<file path="config.mk">
export PLATFORM = sky130hd
export DESIGN_NAME = integer_to_ascii_formatter_top_flat
export DESIGN_NICKNAME = d
export VERILOG_FILES = /design/src/rtl/core/itaf_pkg.sv /design/src/rtl/core/itaf_if.sv /design/src/rtl/core/itaf_shift_unit.sv /design/src/rtl/core/itaf_seq.sv /design/src/rtl/core/integer_to_ascii_formatter_top.sv /design/src/flat_wrapper.sv
export SDC_FILE = /design/constraint.sdc
export NUM_CORES = 1
export LEC_CHECK = 0
export BUFFER_PORTS_ARGS = -buffer_cell sky130_fd_sc_hd__buf_2
export CORE_MARGIN = 10
export CORE_UTILIZATION = 60
export DETAILED_ROUTE_END_ITERATION = 8
export PLACE_DENSITY = 0.77
export SLEW_MARGIN = 20
export SYNTH_ARGS = -nofsm -noshare
export SYNTH_HDL_FRONTEND = slang
export SYNTH_SLANG_ARGS = --single-unit
</file>
<file path="constraint.sdc">
create_clock -name clk -period 14.72 [get_ports clk]
set_input_delay 0 -clock clk [delete_from_list [all_inputs] [get_ports clk]]
set_output_delay 0 -clock clk [all_outputs]
set_load 0.01 [all_outputs]
</file>
<file path="src/rtl/core/itaf_pkg.sv">
// Shared constants, types and the digit table for the integer to ASCII formatter.
// No dependencies; used by the interfaces and every module.
package itaf_pkg;

  localparam int VALUE_BITS_DEF = 64;
  localparam int MAX_WIDTH_DEF  = 64;
  localparam int NARROW_BITS    = 32;
  localparam int CNT_W          = 7;

  localparam int OP_W    = 3;
  localparam int ARG_W   = 64;
  localparam int SIZE_W  = 2;
  localparam int WIDTH_W = 7;
  localparam int CHAR_W  = 8;

  localparam logic [OP_W-1:0] OP_SDEC    = 3'd0;
  localparam logic [OP_W-1:0] OP_UDEC    = 3'd1;
  localparam logic [OP_W-1:0] OP_OCT     = 3'd2;
  localparam logic [OP_W-1:0] OP_HEXL    = 3'd3;
  localparam logic [OP_W-1:0] OP_HEXU    = 3'd4;
  localparam logic [OP_W-1:0] OP_BIN     = 3'd5;
  localparam logic [OP_W-1:0] OP_RSVD_LO = 3'd6;
  localparam logic [OP_W-1:0] OP_RSVD_HI = 3'd7;

  localparam logic [SIZE_W-1:0] SIZE_INT   = 2'd0;
  localparam logic [SIZE_W-1:0] SIZE_LONG  = 2'd1;
  localparam logic [SIZE_W-1:0] SIZE_LLONG = 2'd2;
  localparam logic [SIZE_W-1:0] SIZE_RSVD  = 2'd3;

  localparam logic [CHAR_W-1:0] CH_NONE  = 8'h00;
  localparam logic [CHAR_W-1:0] CH_ZERO  = 8'h30;
  localparam logic [CHAR_W-1:0] CH_SPACE = 8'h20;
  localparam logic [CHAR_W-1:0] CH_MINUS = 8'h2d;
  localparam logic [CHAR_W-1:0] CH_PLUS  = 8'h2b;

  localparam logic [127:0] LOWER_DIGITS = "0123456789abcdef";
  localparam logic [127:0] UPPER_DIGITS = "0123456789ABCDEF";

  localparam logic [1:0] CMD_HOLD   = 2'd0;
  localparam logic [1:0] CMD_LOAD   = 2'd1;
  localparam logic [1:0] CMD_DABBLE = 2'd2;
  localparam logic [1:0] CMD_SHIFT  = 2'd3;

  typedef struct packed {
    logic [1:0]      code;
    logic [OP_W-1:0] op;
    logic            narrow;
  } unit_cmd_t;

  typedef struct packed {
    logic [3:0]       digit;
    logic             more;
    logic             dab_last;
    logic [CNT_W-1:0] count;
  } unit_stat_t;

  function automatic logic [CHAR_W-1:0] digit_char(input logic [3:0] digit, input logic upper);
    logic [6:0] pos;
    pos = {~digit, 3'b000};
    return upper ? UPPER_DIGITS[pos +: 8] : LOWER_DIGITS[pos +: 8];
  endfunction

endpackage

</file>
<file path="src/rtl/core/itaf_if.sv">
// Request, text and configuration channels of the integer to ASCII formatter.
// Depends on itaf_pkg for the payload widths.
interface itaf_req_if;
  logic                             valid;
  logic                             ready;
  logic [itaf_pkg::OP_W-1:0]        operation;
  logic [itaf_pkg::ARG_W-1:0]       arg_value;
  logic [itaf_pkg::SIZE_W-1:0]      arg_size;
  logic [itaf_pkg::WIDTH_W-1:0]     min_width;
  logic                             zero_fill;
  logic                             plus_sign;

  modport source (output valid, operation, arg_value, arg_size, min_width, zero_fill,
                  plus_sign, input ready);
  modport sink (input valid, operation, arg_value, arg_size, min_width, zero_fill,
                plus_sign, output ready);
endinterface

interface itaf_txt_if;
  logic                        valid;
  logic                        ready;
  logic [itaf_pkg::CHAR_W-1:0] out_char;
  logic                        last_char;

  modport source (output valid, out_char, last_char, input ready);
  modport sink (input valid, out_char, last_char, output ready);
endinterface

interface itaf_cfg_if;
  logic valid;
  logic ready;
  logic long_is_wide;

  modport source (output valid, long_is_wide, input ready);
  modport sink (input valid, long_is_wide, output ready);
endinterface

</file>
<file path="src/rtl/core/itaf_shift_unit.sv">
// Shared digit register: double-dabble conversion, leading-zero skip and digit shift-out.
// Depends on itaf_pkg for command and status types.
module itaf_shift_unit #(
  parameter int VALUE_BITS = itaf_pkg::VALUE_BITS_DEF
) (
  input  logic                 clk,
  input  itaf_pkg::unit_cmd_t  cmd,
  input  logic [VALUE_BITS-1:0] mag,
  output itaf_pkg::unit_stat_t stat
);

  localparam int HEX_DIGITS   = (VALUE_BITS + 3) / 4;
  localparam int BIN_W        = HEX_DIGITS * 4;
  localparam int OCT_DIGITS   = (VALUE_BITS + 2) / 3;
  localparam int OCT_W        = OCT_DIGITS * 3;
  localparam int DEC_DIGITS   = (VALUE_BITS * 30103) / 100000 + 1;
  localparam int DEC_W        = DEC_DIGITS * 4;
  localparam int MAX_BO       = (BIN_W > OCT_W) ? BIN_W : OCT_W;
  localparam int DREG_W       = (DEC_W > MAX_BO) ? DEC_W : MAX_BO;
  localparam int NARROW_STEPS = itaf_pkg::NARROW_BITS / 4;
  localparam int STEP_W       = $clog2(HEX_DIGITS + 1);
  localparam int CNT_W        = itaf_pkg::CNT_W;

  logic [DREG_W-1:0] dreg, dreg_next;
  logic [BIN_W-1:0]  breg, breg_next;
  logic [STEP_W-1:0] steps, steps_next;
  logic [CNT_W-1:0]  cnt, cnt_next;
  logic [DEC_W-1:0]  bcd;
  logic [3:0]        top_digit;

  always_comb begin
    bcd = dreg[DREG_W-1 -: DEC_W];
    for (int s = 0; s < 4; s++) begin
      for (int d = 0; d < DEC_DIGITS; d++) begin
        if (bcd[4*d +: 4] >= 4'd5) begin
          bcd[4*d +: 4] = bcd[4*d +: 4] + 4'd3;
        end
      end
      bcd = {bcd[DEC_W-2:0], breg[BIN_W-1-s]};
    end
  end

  always_comb begin
    case (cmd.op)
      itaf_pkg::OP_BIN: top_digit = {3'b000, dreg[DREG_W-1]};
      itaf_pkg::OP_OCT: top_digit = {1'b0, dreg[DREG_W-1 -: 3]};
      default:          top_digit = dreg[DREG_W-1 -: 4];
    endcase
  end

  always_comb begin
    dreg_next  = dreg;
    breg_next  = breg;
    steps_next = steps;
    cnt_next   = cnt;
    case (cmd.code)
      itaf_pkg::CMD_LOAD: begin
        case (cmd.op)
          itaf_pkg::OP_SDEC, itaf_pkg::OP_UDEC: begin
            dreg_next = '0;
            if (cmd.narrow) begin
              breg_next  = BIN_W'(mag[itaf_pkg::NARROW_BITS-1:0])
                           << (BIN_W - itaf_pkg::NARROW_BITS);
              steps_next = STEP_W'(NARROW_STEPS);
            end else begin
              breg_next  = BIN_W'(mag);
              steps_next = STEP_W'(HEX_DIGITS);
            end
            cnt_next = CNT_W'(DEC_DIGITS);
          end
          itaf_pkg::OP_OCT: begin
            dreg_next = DREG_W'(mag) << (DREG_W - OCT_W);
            cnt_next  = CNT_W'(OCT_DIGITS);
          end
          itaf_pkg::OP_BIN: begin
            dreg_next = DREG_W'(mag) << (DREG_W - VALUE_BITS);
            cnt_next  = CNT_W'(VALUE_BITS);
          end
          default: begin
            dreg_next = DREG_W'(mag) << (DREG_W - BIN_W);
            cnt_next  = CNT_W'(HEX_DIGITS);
          end
        endcase
      end
      itaf_pkg::CMD_DABBLE: begin
        dreg_next  = DREG_W'(bcd) << (DREG_W - DEC_W);
        breg_next  = breg << 4;
        steps_next = steps - STEP_W'(1);
      end
      itaf_pkg::CMD_SHIFT: begin
        case (cmd.op)
          itaf_pkg::OP_BIN: dreg_next = dreg << 1;
          itaf_pkg::OP_OCT: dreg_next = dreg << 3;
          default:          dreg_next = dreg << 4;
        endcase
        cnt_next = cnt - CNT_W'(1);
      end
      default: begin
        dreg_next = dreg;
      end
    endcase
  end

  always_ff @(posedge clk) begin
    dreg  <= dreg_next;
    breg  <= breg_next;
    steps <= steps_next;
    cnt   <= cnt_next;
  end

  assign stat.digit    = top_digit;
  assign stat.more     = (cnt > CNT_W'(1));
  assign stat.dab_last = (steps == STEP_W'(1));
  assign stat.count    = cnt;

endmodule

</file>
<file path="src/rtl/core/itaf_seq.sv">
// Sequencer: request capture, sign handling, padding and character output register.
// Depends on itaf_pkg, itaf_req_if and itaf_txt_if; drives itaf_shift_unit.
module itaf_seq #(
  parameter int VALUE_BITS = itaf_pkg::VALUE_BITS_DEF,
  parameter int MAX_WIDTH  = itaf_pkg::MAX_WIDTH_DEF
) (
  input  logic                  clk,
  input  logic                  rst,
  itaf_req_if.sink              req,
  itaf_txt_if.source            txt,
  input  logic                  long_is_wide,
  output itaf_pkg::unit_cmd_t   cmd,
  output logic [VALUE_BITS-1:0] mag,
  input  itaf_pkg::unit_stat_t  stat
);

  localparam logic [2:0] ST_IDLE   = 3'd0;
  localparam logic [2:0] ST_LOAD   = 3'd1;
  localparam logic [2:0] ST_DABBLE = 3'd2;
  localparam logic [2:0] ST_SCAN   = 3'd3;
  localparam logic [2:0] ST_PAD    = 3'd4;
  localparam logic [2:0] ST_SIGN   = 3'd5;
  localparam logic [2:0] ST_DIGIT  = 3'd6;

  localparam int WIDTH_W = itaf_pkg::WIDTH_W;
  localparam int CHAR_W  = itaf_pkg::CHAR_W;

  logic [2:0]                state, state_next;
  logic [itaf_pkg::OP_W-1:0] op;
  logic                      narrow;
  logic [WIDTH_W-1:0]        width;
  logic                      zf;
  logic                      fs;
  logic [VALUE_BITS-1:0]     raw;
  logic [CHAR_W-1:0]         sign_ch, sign_next;
  logic [WIDTH_W-1:0]        pad_cnt, pad_next;
  logic [CHAR_W-1:0]         txt_char;
  logic                      txt_last;
  logic                      txt_valid;

  logic                      accept;
  logic                      slot_free;
  logic                      sign_bit;
  logic                      neg;
  logic [VALUE_BITS-1:0]     neg_raw;
  logic                      has_sign;
  logic [WIDTH_W-1:0]        total;
  logic [WIDTH_W-1:0]        pad_init;
  logic                      narrow_c;
  logic [WIDTH_W-1:0]        width_c;
  logic                      emit;
  logic [CHAR_W-1:0]         emit_char;
  logic                      emit_last;

  assign req.ready = (state == ST_IDLE);
  assign accept    = req.valid && req.ready;
  assign slot_free = !txt_valid || txt.ready;

  assign narrow_c = (req.arg_size == itaf_pkg::SIZE_INT) ||
                    ((req.arg_size == itaf_pkg::SIZE_LONG) && !long_is_wide);
  assign width_c  = (req.min_width > WIDTH_W'(MAX_WIDTH)) ? WIDTH_W'(MAX_WIDTH) : req.min_width;

  assign sign_bit = narrow ? raw[itaf_pkg::NARROW_BITS-1] : raw[VALUE_BITS-1];
  assign neg      = (op == itaf_pkg::OP_SDEC) && sign_bit;
  assign neg_raw  = ~raw + VALUE_BITS'(1);
  assign mag      = !neg ? raw :
                    narrow ? VALUE_BITS'(neg_raw[itaf_pkg::NARROW_BITS-1:0]) : neg_raw;

  assign has_sign = (sign_ch != itaf_pkg::CH_NONE);
  assign total    = stat.count + WIDTH_W'(has_sign);
  assign pad_init = (width > total) ? width - total : '0;

  always_comb begin
    state_next = state;
    sign_next  = sign_ch;
    pad_next   = pad_cnt;
    emit       = 1'b0;
    emit_char  = itaf_pkg::CH_NONE;
    emit_last  = 1'b0;
    cmd.code   = itaf_pkg::CMD_HOLD;
    cmd.op     = op;
    cmd.narrow = narrow;
    case (state)
      ST_IDLE: begin
        if (accept && (req.operation <= itaf_pkg::OP_BIN)) begin
          state_next = ST_LOAD;
        end
      end
      ST_LOAD: begin
        cmd.code = itaf_pkg::CMD_LOAD;
        if (neg) begin
          sign_next = itaf_pkg::CH_MINUS;
        end else if ((op == itaf_pkg::OP_SDEC) && fs) begin
          sign_next = itaf_pkg::CH_PLUS;
        end else begin
          sign_next = itaf_pkg::CH_NONE;
        end
        if ((op == itaf_pkg::OP_SDEC) || (op == itaf_pkg::OP_UDEC)) begin
          state_next = ST_DABBLE;
        end else begin
          state_next = ST_SCAN;
        end
      end
      ST_DABBLE: begin
        cmd.code = itaf_pkg::CMD_DABBLE;
        if (stat.dab_last) begin
          state_next = ST_SCAN;
        end
      end
      ST_SCAN: begin
        if ((stat.digit == 4'd0) && stat.more) begin
          cmd.code = itaf_pkg::CMD_SHIFT;
        end else begin
          pad_next   = pad_init;
          state_next = (has_sign && zf) ? ST_SIGN : ST_PAD;
        end
      end
      ST_PAD: begin
        if (pad_cnt == '0) begin
          state_next = (has_sign && !zf) ? ST_SIGN : ST_DIGIT;
        end else if (slot_free) begin
          emit      = 1'b1;
          emit_char = zf ? itaf_pkg::CH_ZERO : itaf_pkg::CH_SPACE;
          pad_next  = pad_cnt - WIDTH_W'(1);
        end
      end
      ST_SIGN: begin
        if (slot_free) begin
          emit       = 1'b1;
          emit_char  = sign_ch;
          state_next = zf ? ST_PAD : ST_DIGIT;
        end
      end
      ST_DIGIT: begin
        if (slot_free) begin
          emit      = 1'b1;
          emit_char = itaf_pkg::digit_char(stat.digit, op == itaf_pkg::OP_HEXU);
          emit_last = !stat.more;
          if (stat.more) begin
            cmd.code = itaf_pkg::CMD_SHIFT;
          end else begin
            state_next = ST_IDLE;
          end
        end
      end
      default: begin
        state_next = ST_IDLE;
      end
    endcase
  end

  always_ff @(posedge clk) begin
    if (rst) begin
      state     <= ST_IDLE;
      txt_valid <= 1'b0;
    end else begin
      state     <= state_next;
      txt_valid <= emit || (txt_valid && !txt.ready);
    end
  end

  always_ff @(posedge clk) begin
    if (accept) begin
      op     <= req.operation;
      narrow <= narrow_c;
      width  <= width_c;
      zf     <= req.zero_fill;
      fs     <= req.plus_sign;
      raw    <= narrow_c ? VALUE_BITS'(req.arg_value[itaf_pkg::NARROW_BITS-1:0])
                         : req.arg_value[VALUE_BITS-1:0];
    end
    sign_ch <= sign_next;
    pad_cnt <= pad_next;
    if (emit) begin
      txt_char <= emit_char;
      txt_last <= emit_last;
    end
  end

  assign txt.valid     = txt_valid;
  assign txt.out_char  = txt_char;
  assign txt.last_char = txt_last;

endmodule

</file>
<file path="src/rtl/core/integer_to_ascii_formatter_top.sv">
// Integer to ASCII formatter: takes one integer conversion request and sends its text
// leftmost character first, one character per transfer, the final one flagged by
// last_char. Octal, hex and binary digits come straight from one shared digit register;
// decimal first runs a double-dabble pass through that register, four value bits per
// cycle. Leading zero digit positions are then skipped one per cycle, and characters
// are sent one per cycle while the output is not stalled. Requests with a reserved
// operation code are taken but send no text. The request channel is ready only
// between requests; the last character may still wait in the output register while
// the next request is taken. long_is_wide resets to 1 and is written through cfg.
// Depends on itaf_pkg, itaf_if, itaf_shift_unit and itaf_seq.
module integer_to_ascii_formatter_top #(
  parameter int VALUE_BITS = itaf_pkg::VALUE_BITS_DEF,
  parameter int MAX_WIDTH  = itaf_pkg::MAX_WIDTH_DEF
) (
  input  logic       clk,
  input  logic       rst,
  itaf_req_if.sink   req,
  itaf_txt_if.source txt,
  itaf_cfg_if.sink   cfg
);

  logic                 long_is_wide;
  itaf_pkg::unit_cmd_t  cmd;
  itaf_pkg::unit_stat_t stat;
  logic [VALUE_BITS-1:0] mag;

  assign cfg.ready = 1'b1;

  always_ff @(posedge clk) begin
    if (rst) begin
      long_is_wide <= 1'b1;
    end else if (cfg.valid) begin
      long_is_wide <= cfg.long_is_wide;
    end
  end

  itaf_seq #(
    .VALUE_BITS(VALUE_BITS),
    .MAX_WIDTH (MAX_WIDTH)
  ) u_seq (
    .clk         (clk),
    .rst         (rst),
    .req         (req),
    .txt         (txt),
    .long_is_wide(long_is_wide),
    .cmd         (cmd),
    .mag         (mag),
    .stat        (stat)
  );

  itaf_shift_unit #(
    .VALUE_BITS(VALUE_BITS)
  ) u_unit (
    .clk (clk),
    .cmd (cmd),
    .mag (mag),
    .stat(stat)
  );

endmodule

</file>
<file path="src/flat_wrapper.sv">
// flat-port wrapper written by rule: the top's interface ports become plain ports
module integer_to_ascii_formatter_top_flat 
#(
  parameter int VALUE_BITS = itaf_pkg::VALUE_BITS_DEF,
  parameter int MAX_WIDTH  = itaf_pkg::MAX_WIDTH_DEF
)
  (clk, rst, req_valid, req_operation, req_arg_value, req_arg_size, req_min_width, req_zero_fill, req_plus_sign, req_ready, txt_valid, txt_out_char, txt_last_char, txt_ready, cfg_valid, cfg_long_is_wide, cfg_ready);
  itaf_req_if req_i ();
  itaf_txt_if txt_i ();
  itaf_cfg_if cfg_i ();
  input  logic clk;
  input  logic rst;
  input wire logic [$bits(req_i.valid)-1:0] req_valid;
  input wire logic [$bits(req_i.operation)-1:0] req_operation;
  input wire logic [$bits(req_i.arg_value)-1:0] req_arg_value;
  input wire logic [$bits(req_i.arg_size)-1:0] req_arg_size;
  input wire logic [$bits(req_i.min_width)-1:0] req_min_width;
  input wire logic [$bits(req_i.zero_fill)-1:0] req_zero_fill;
  input wire logic [$bits(req_i.plus_sign)-1:0] req_plus_sign;
  output wire logic [$bits(req_i.ready)-1:0] req_ready;
  output wire logic [$bits(txt_i.valid)-1:0] txt_valid;
  output wire logic [$bits(txt_i.out_char)-1:0] txt_out_char;
  output wire logic [$bits(txt_i.last_char)-1:0] txt_last_char;
  input wire logic [$bits(txt_i.ready)-1:0] txt_ready;
  input wire logic [$bits(cfg_i.valid)-1:0] cfg_valid;
  input wire logic [$bits(cfg_i.long_is_wide)-1:0] cfg_long_is_wide;
  output wire logic [$bits(cfg_i.ready)-1:0] cfg_ready;
  assign req_i.valid = req_valid;
  assign req_i.operation = req_operation;
  assign req_i.arg_value = req_arg_value;
  assign req_i.arg_size = req_arg_size;
  assign req_i.min_width = req_min_width;
  assign req_i.zero_fill = req_zero_fill;
  assign req_i.plus_sign = req_plus_sign;
  assign req_ready = req_i.ready;
  assign txt_valid = txt_i.valid;
  assign txt_out_char = txt_i.out_char;
  assign txt_last_char = txt_i.last_char;
  assign txt_i.ready = txt_ready;
  assign cfg_i.valid = cfg_valid;
  assign cfg_i.long_is_wide = cfg_long_is_wide;
  assign cfg_ready = cfg_i.ready;
  integer_to_ascii_formatter_top #(.VALUE_BITS(VALUE_BITS), .MAX_WIDTH(MAX_WIDTH)) u_core (.clk(clk), .rst(rst), .req(req_i), .txt(txt_i), .cfg(cfg_i));
endmodule
</file>
# Word-level counts from Yosys, hierarchy flattened
# Index checks and enable logic that the tools add are counted.
# Widths: inputs -> output; s select.
# classes
mux,127
add_sub_neg,86
eq_ne,25
shifts,2
n_reduce_logical,34
bitwise,2
order_cmp,84
# ops
operator,n
$ge 4x3->1 const B,80
$pmux 80 s2,2
$add 4x2->4 const B,76
$mux 4,76
$mux 64,4
$shiftx 128x8->8 const A,2
$pmux 80 s3,1
$pmux 64 s2,1
$add 64x1->64 const B,1
$not 64->64,1
$mux 3,11
$mux 7,4
$pmux 7 s2,2
$mux 8,3
$pmux 8 s3,1
$pmux 3 s7,1
$pmux 7 s3,1
$mux 6,3
$eq 3x3->1 const B,5
$mux 5,3
$ne 2x2->1 const B,7
$sub 7x1->7 const B,2
$add 3x2->3 const B,4
$mux 2,5
33 further kinds,64
# totals
wordCells,378
input_bits,84
output_inout_bits,12
ff_bits,262

# Depth between registers and ports, before layout
# Gate-level depths: netlist of run 1.
# depth
ltp_word,9
depth_mapped,22
mapped_depth_nobuf,22

# Hierarchy
# Synthesis of run 1 repeated with hierarchy kept, for this count alone.
# unflattened
cells_unflattened,3086
hier_area_um2,25261.7
# by_module_without_submodules
mod,seq_area_each_um2,cells_each,area_each_um2,n_inst
itaf_shift_unit,4684.5,2491,19259.7,1
itaf_seq,2932.8,590,5955.7,1
integer_to_ascii_formatter_top,20.0,5,46.3,1

# Worst setup path after synthesis of run 1
# Ideal clock, no wire load.
# synth_path
path_type,register to register
start,register u_core.u_seq.op[2] in the netlist's numbering
end,"register u_core.u_unit.dreg[0], enable pin"
period_less_slack_ns,4.695
t_required_ns,13.926
path_slack_ns,10.025
path_buffers,4
arrival_time_ns,3.901
setup_ns,0.794
path_stages_with_launch,13
cell_sequence,edfxtp_1 -> nor2_1 -> and2_1 -> clkbuf_1 -> clkbuf_1 -> a22oi_1 -> ha_1 -> o21ai_0 -> nand3b_1 -> and2_1 -> clkbuf_1 -> clkbuf_1 -> nand2_1
# synth_via
elab_chain_len,8
# synth_lines
element,line_no,source
"start, declared",itaf_seq.sv:29,logic [itaf_pkg::OP_W-1:0] op;
"start signal, assigned",itaf_seq.sv:164,op <= req.operation;
$eq 3x2->1 / $eq 3x3->1 (equally long branches),itaf_shift_unit.sv:44,case (cmd.op)
$pmux 4 s2 (*),itaf_shift_unit.sv:44,
$logic_not 4->1 (*),itaf_seq.sv:111,if ((stat.digit == 4'd0) && stat.more) begin
$logic_and 1x1->1 (*),itaf_seq.sv:111,
$mux 2 (*),itaf_seq.sv:111,
$pmux 2 s4 (*),itaf_seq.sv:83,case (state)
$eq 2x2->1 / $eq 2x1->1 (equally long branches),itaf_shift_unit.sv:56,case (cmd.code)
$reduce_bool 3->1 (no source line) (*),-,
"end signal, assigned",itaf_shift_unit.sv:105,dreg <= dreg_next;
"end, declared",itaf_shift_unit.sv:24,"logic [DREG_W-1:0] dreg, dreg_next;"
# Mark *: on every way between the ends. The rest lies on a longest branch, timed or not.
# A chain may end at the register's enable or synchronous reset.

# Worst setup path in the final report of run 1
# layout_path
start,register u_core.u_seq.op[0] in the netlist's numbering
end,"register u_core.u_unit.dreg[77], enable pin"
# Same word-level chain as after synthesis.

==> results of run 1 <==
how the worst max path moves through the flow:
| stage | startpoint | endpoint | slack [ns] |
|---|---|---|---|
| after floorplan | u_core.u_seq.op[2] | u_core.u_unit.dreg[0] | 10.03 |
| after global placement | u_core.u_seq.op[2] | u_core.u_unit.dreg[59] | 9.74 |
| after detailed placement | u_core.u_seq.op[2] | u_core.u_unit.dreg[50] | 9.57 |
| after CTS | u_core.u_seq.op[0] | u_core.u_unit.dreg[50] | 9.51 |
| after global routing | u_core.u_seq.op[0] | u_core.u_unit.dreg[50] | 9.18 |
| final | u_core.u_seq.op[0] | u_core.u_unit.dreg[77] | 9.47 |
cell usage after synthesis (11+ instances only):
cell      count
a211oi_1     67
a221oi_1     33
ha_1        119
o22ai_1      57
buf_1        11
or2_2        56
edfxtp_1    251
and2_1       36
nor2b_1      79
o31ai_1      31
and3_1       26
a21oi_1     211
or3_1        29
nand3_1      55
nor2_1      238
o211a_1      18
a221o_1      14
a21boi_0     15
o211ai_1     32
nor3_1       61
o311ai_0     15
mux2i_1      76
inv_1       158
nand2b_1     45
o21ai_0     254
a22oi_1      55
mux2_2       53
a31oi_1      24
xor2_1       48
nand2_1     315
xnor2_1      50
nand4_1      17
clkbuf_1    147
o21bai_1     20
a211o_1      22
nor4_1       13
a22o_1       19
o21a_1       43
a21o_1       15
cells by family after synthesis:
| logic type | share of synthesized area (%) |
|---|---|
| AOI/OAI and AO/OA | 28.3 |
| and+or+nand+nor | 20.1 |
| buffers and inverters | 5.07 |
| DFF | 31.3 |
| muxes | 5.56 |
| adders and majority gates | 6.18 |
| xor gates and xnor gates | 3.52 |
| other | 0.0308 |
metal layers:
metal	vias up	wire length (um)
met1	11261	30800
met3	156	7010
met2	1187	34400
met5	-	0
li1	11299	-
met4	0	2620
layout by cell type, fill, tap and decap left out, types with 33 or more instances in the layout:
master and n:
a21oi_1 209, edfxtp_1 251, a221oi_1 33, mux2_2 53, nor3_1 61, nand2b_1 44
o21ai_0 254, nor2b_1 79, inv_1 158, a22oi_1 55, dlygate4sd3_1 86, nor2_1 234
a211oi_1 67, xnor2_1 50, o21a_1 43, or2_2 56, nand2_1 314, buf_2 93
xor2_1 48, ha_1 119, nand3_1 55, mux2i_1 76, o22ai_1 57, and2_1 34
worst reg2reg max path: stages, from the launching register on:
cell      delay, ns
edfxtp_1       0.57
nor2_1         0.48
and2_2         0.61
buf_4          0.67
nor3_1         0.13
a221o_1        0.34
inv_1          0.12
ha_1           0.14
o21ai_0        0.10
nand3b_1       0.23
and2_1         0.17
buf_4          0.23
nand2_4        0.36
buf_4          0.67
stage by stage:
step	utilization (%)	instances	cell area, um2	hold slack (ns)	setup WS, ns
finish	67.4	3593	27000	0.117	9.47
global route	67.4	3593	27000	0.128	9.18
CTS	67.4	3593	27000	0.100	9.51
detailed placement	62.7	3453	25100	0.178	9.57
global placement	62.7	3453	25100	0.177	9.74
floorplan	-	2982	24400	0.0691	10.03
flip-flops by register name, indices dropped and copies added, names as in the netlist:
register / count
u_core.u_seq.fs: 1
u_core.u_seq.pad_cnt: 7
u_core.long_is_wide: 1
u_core.u_seq.narrow: 1
u_core.u_seq.zf: 1
u_core.u_unit.dreg: 80
u_core.u_unit.cnt: 7
u_core.u_unit.breg: 64
u_core.u_seq.op: 3
u_core.u_seq.txt.valid: 1
u_core.u_unit.steps: 5
u_core.u_seq.sign_ch: 3
u_core.u_seq.raw: 64
u_core.u_seq.txt.out_char: 7
u_core.u_seq.state: 3
u_core.u_seq.width: 7
u_core.u_seq.txt.last_char: 1
cell type report:
type / instances / area (um2)
multi-input cells: 2403 / 15600
clock buffers: 34 / 774
well taps: 525 / 657
inverters: 158 / 593
repair buffers: 197 / 1460
flip-flops and latches: 256 / 7640
clock inverters: 20 / 262
fillers: 3207 / 13000
repair_timing:
action | CTS | global route
hold endpoints to repair | 82 | 0
setup endpoints to repair | 0 | 0
hold buffers | 86 | 0
==> out/metrics.csv, run 1 <==
metric,value,unit
CTS Buffer Depth,3,
Worst Hold Class,in2reg,
CTS H-tree lvls,1,
hold path cells,2,
"flops & latches, synth",256,
maxcap violations,0,
"EDFF count, synth",251,
initial DRC count,2553,
"slowest stage delay, CP",0.66,ns
Clock transition at path regs,0.07,ns
final layout net count,3249,
Pre-antenna DRT Iters,7,
grt met3 use,5.15,%
Post-CTS Repair Setup Buffers,0,
Worst Hold Path EP,u_core.u_seq.raw[7],
Tmin final,5.25,ns
vias in the first global route,22299,
total CTS buffers,29,
# IOs,96,
number of routed nets with antenna violations,0,
final-report hold violation count,0,
total core area,40000,um2
DRC errors left,0,
number of diodes,0,
Post-synth ARST share,0,%
synth top area cells,"edfxtp_1 31%, ha_1 6.1%, o21ai_0 5.2%, nand2_1 4.8%, a21oi_1 4.3%",
top_reg_cell synth,edfxtp_1,
CTS tree,yes,
met2 GRT Util,46.7,%
cell count along the critical path,13,
Die X,222,um
routed length per instance,20.8,um
CP arrival,5.45,ns
Routed Wire Length,74.8,mm
largest net degree at the start of global routing,87,
CP max FO,53,
RSZ-0062 raised after global routing,no,
Yosys Warn Count,0,
# port buffers,93,
FF-to-FF path depth,13,
critical path's slowest cell,buf_4,
sequential fraction of the synthesis area,31.3,%
busiest grt layer,met2,
hold path start,req_arg_value[7],
die height,222,um
"critical path, cell by cell",nor2_1 -> and2_2 -> buf_4 -> nor3_1 -> a221o_1 -> inv_1 -> ha_1 -> o21ai_0 -> nand3b_1 -> and2_1 -> buf_4 -> nand2_4 -> buf_4,
"Setup violations, final",0,
Synth area leader,edfxtp_1,
CP most frequent cell,buf_4,
CTS root buf,clkbuf_16,
Max-slew headroom,25.2,%
first-pass GRT wire length,118,mm
Buf/Inv on CP,4,
crit path kind,reg2reg,
Die Footprint,49200,um2
Synth cell types,91,
Layout Skew,0.0224,ns
Pins Over Slew Limit,0,
Clock Latency Late Sink,0.59,ns
Post-Synthesis Cells,2982,
Synth top area share,30.9,%
post-synth net total,3186,
CP Capture Type,flip-flop,
Reg-to-Reg End,u_core.u_unit.dreg[77],
Initial Util,61.0,%
Clock Sink Count,256,
gr usage total,28.6,%
met1 usage,37.3,%
largest delay contributor family on the critical path,simple AND/OR/NAND/NOR gates,
status,finished clean,
Setup crit start kind,flip-flop,
layout cells sized above 1,10.0,%
via count,23903,
remaining global-route overflow,0,
dpl hpwl,52.3,mm
Rows,73,
setup_tns,0,ns
Worst-Margin Slew,1.12,ns
data required time at the worst endpoint,14.93,ns
"Gates resized, CTS repair",0,
Routability Congestion,0.958,
fmax,0.191,GHz
R2R Setup Slk,9.47,ns
r2r startpoint,u_core.u_seq.op[0],
Mapped Area,24400,um2
Area Overhead vs Synth,10.5,%
Synth Area per Inst,8.19,um2
fin crit share,35.6,%
initial antenna violation count,0,
routed vias/inst,6.65,
Power of run 1 is not shown: default switching activity piles up to over one toggle a cycle in this logic, so the estimate is an artifact.
==> inputs of run 2 (changes only) <==
--- a/config.mk
+++ b/config.mk
@@ -7,9 +7,9 @@
 export LEC_CHECK = 0
 export BUFFER_PORTS_ARGS = -buffer_cell sky130_fd_sc_hd__buf_2
 export CORE_MARGIN = 10
-export CORE_UTILIZATION = 60
+export CORE_UTILIZATION = 58
 export DETAILED_ROUTE_END_ITERATION = 8
-export PLACE_DENSITY = 0.77
+export PLACE_DENSITY = 0.78
 export SLEW_MARGIN = 20
 export SYNTH_ARGS = -nofsm -noshare
 export SYNTH_HDL_FRONTEND = slang
==> constraint.sdc (replaced) <==
create_clock -name clk -period 4.3 [get_ports clk]
set_input_delay 0 -clock clk [delete_from_list [all_inputs] [get_ports clk]]
set_output_delay 0 -clock clk [all_outputs]
set_load 0.01 [all_outputs]
==> out/metrics.csv, run 2 (same netlist as run 1, synthesis figures left out) <==
metric,value,unit
status,finished clean,
maxcap violations,0,
Initial Util,58.5,%
largest net degree at the start of global routing,124,
r2r startpoint,u_core.u_unit.dreg[0],
Routed Wire Length,76.6,mm
routed vias/inst,6.66,
die height,225,um
Clock Sink Count,256,
"most common cell after layout, fill and taps aside",nand2_1,
Clock Latency Late Sink,0.57,ns
setup_tns,0,ns
CTS root buf,clkbuf_16,
vias in the first global route,22782,
total core area,41800,um2
first-pass GRT wire length,119,mm
final layout net count,3333,
via count,24562,
Reg-to-Reg End,u_core.u_unit.dreg[6],
number of diodes,0,
CP arrival,4.43,ns
Die X,225,um
Worst Hold Class,in2reg,
routed length per instance,20.8,um
FF-to-FF path depth,21,
top flop regs,"u_core.u_unit.dreg (80), u_core.u_seq.raw (64), u_core.u_unit.breg (64)",
beginning of the critical path,u_core.u_unit.dreg[0],
largest register by flop count,u_core.u_unit.dreg,
number of routed nets with antenna violations,0,
DRC errors left,0,
data required time at the worst endpoint,4.59,ns
Worst-Margin Slew,1.02,ns
layout cells sized above 1,14.7,%
CP max FO,4,
Pre-antenna DRT Iters,7,
Pins Over Slew Limit,0,
gr usage total,28.5,%
R2R Setup Slk,0.16,ns
Clock transition at path regs,0.07,ns
fmax,0.242,GHz
Tmin final,4.14,ns
CP Capture Type,flip-flop,
fin crit share,96.2,%
final-report hold violation count,0,
Hold Worst Slack,0.143,ns
CTS tree,yes,
RSZ-0062 raised after global routing,yes,
most frequent cells in the layout,"313 x nand2_1, 251 x edfxtp_1, 244 x o21ai_0, 231 x nor2_1, 204 x a21oi_1",
initial antenna violation count,1,
Rows,75,
Setup crit start kind,flip-flop,
dpl hpwl,53.5,mm
CTS H-tree lvls,1,
CTS Buffer Depth,3,
"Setup violations, final",0,
crit path kind,reg2reg,
Area Overhead vs Synth,14.5,%
# port buffers,93,
CP Capture Point,u_core.u_unit.dreg[6],
initial DRC count,3044,
Routability Congestion,0.974,
total CTS buffers,28,
# IOs,96,
Layout Skew,0.0124,ns
Die Footprint,50700,um2
remaining global-route overflow,0,
Max-slew headroom,31.8,%
max reg flops,80,
## run 2: cell count changes in the layout (fill, tap and decap cells not counted), sizes merged
cell         delta
buf            +89
bufinv          -1
clkbuf          -2
clkinv          +3
clkinvlp        +2
dlygate4sd3     -4
inv             -4
## run 2: final cells by class
cell class	count	area (um2)
inverter	158	593
clock inverter	20	203
fill	3218	13800
multi-input combinational	2403	16000
timing repair buffer	282	2140
sequential	256	7640
tap	539	674
clock buffer	32	737
## run 2: worst min-delay path by stage
stage                       from                    end  slack (ns)  cells after the start
3_5_place_dp   req_arg_value[20]   u_core.u_seq.raw[20]        0.18                      1
5_1_grt        req_arg_value[30]   u_core.u_seq.raw[30]        0.14                      2
4_1_cts        req_arg_value[17]   u_core.u_seq.raw[17]        0.12                      2
6_report       req_arg_value[31]   u_core.u_seq.raw[31]        0.14                      2
3_3_place_gp   req_arg_value[13]   u_core.u_seq.raw[13]        0.18                      1
2_1_floorplan                rst  u_core.u_seq.state[2]        0.07                      1
## run 2: per-layer routing
layer / wire length [um] / track usage [%]
met1: 31100 / 37.3
met2: 35300 / 46.8
met3: 7830 / 5.15
met4: 2450 / 9.41
met5: 7 / 0
## run 2: through the flow
| step | instance area, um2 | std cells | setup WS (ns) | utilization [%] |
|---|---|---|---|---|
| 2_1_floorplan | 24400 | 2982 | 0.190 | - |
| 3_3_place_gp | 25600 | 3529 | 0.198 | 61.3 |
| 3_5_place_dp | 25600 | 3529 | -0.120 | 61.3 |
| 4_1_cts | 27400 | 3664 | 0.0305 | 65.6 |
| 5_1_grt | 28000 | 3690 | -0.0764 | 66.9 |
| 6_report | 28000 | 3690 | 0.164 | 66.9 |
## run 2: worst max-delay path, stage by stage, from the launching register on
cell and delay, ns:
edfxtp_1 0.42, inv_2 0.08, ha_4 0.18, nor2b_1 0.14, or3_4 0.35, and2_1 0.17
inv_1 0.06, ha_1 0.15, o21ai_0 0.09, a31oi_1 0.25, inv_1 0.13, ha_2 0.20
inv_2 0.06, nor2_1 0.06, o31ai_2 0.31, xor2_1 0.28, inv_1 0.11, ha_1 0.18
nand2b_1 0.16, a21oi_2 0.19, mux2i_1 0.21, o22ai_1 0.09
## run 2: what timing repair did
item | 4_1_cts | 5_1_grt
endpoints found under the setup margin | 4 | 35
hold buffers | 82 | 0
setup buffers | 1 | 26
endpoints found under the hold margin | 82 | 0
gates resized for setup | 4 | 97
pin swaps | 1 | 18
Power of run 2 is left out for the same reason.
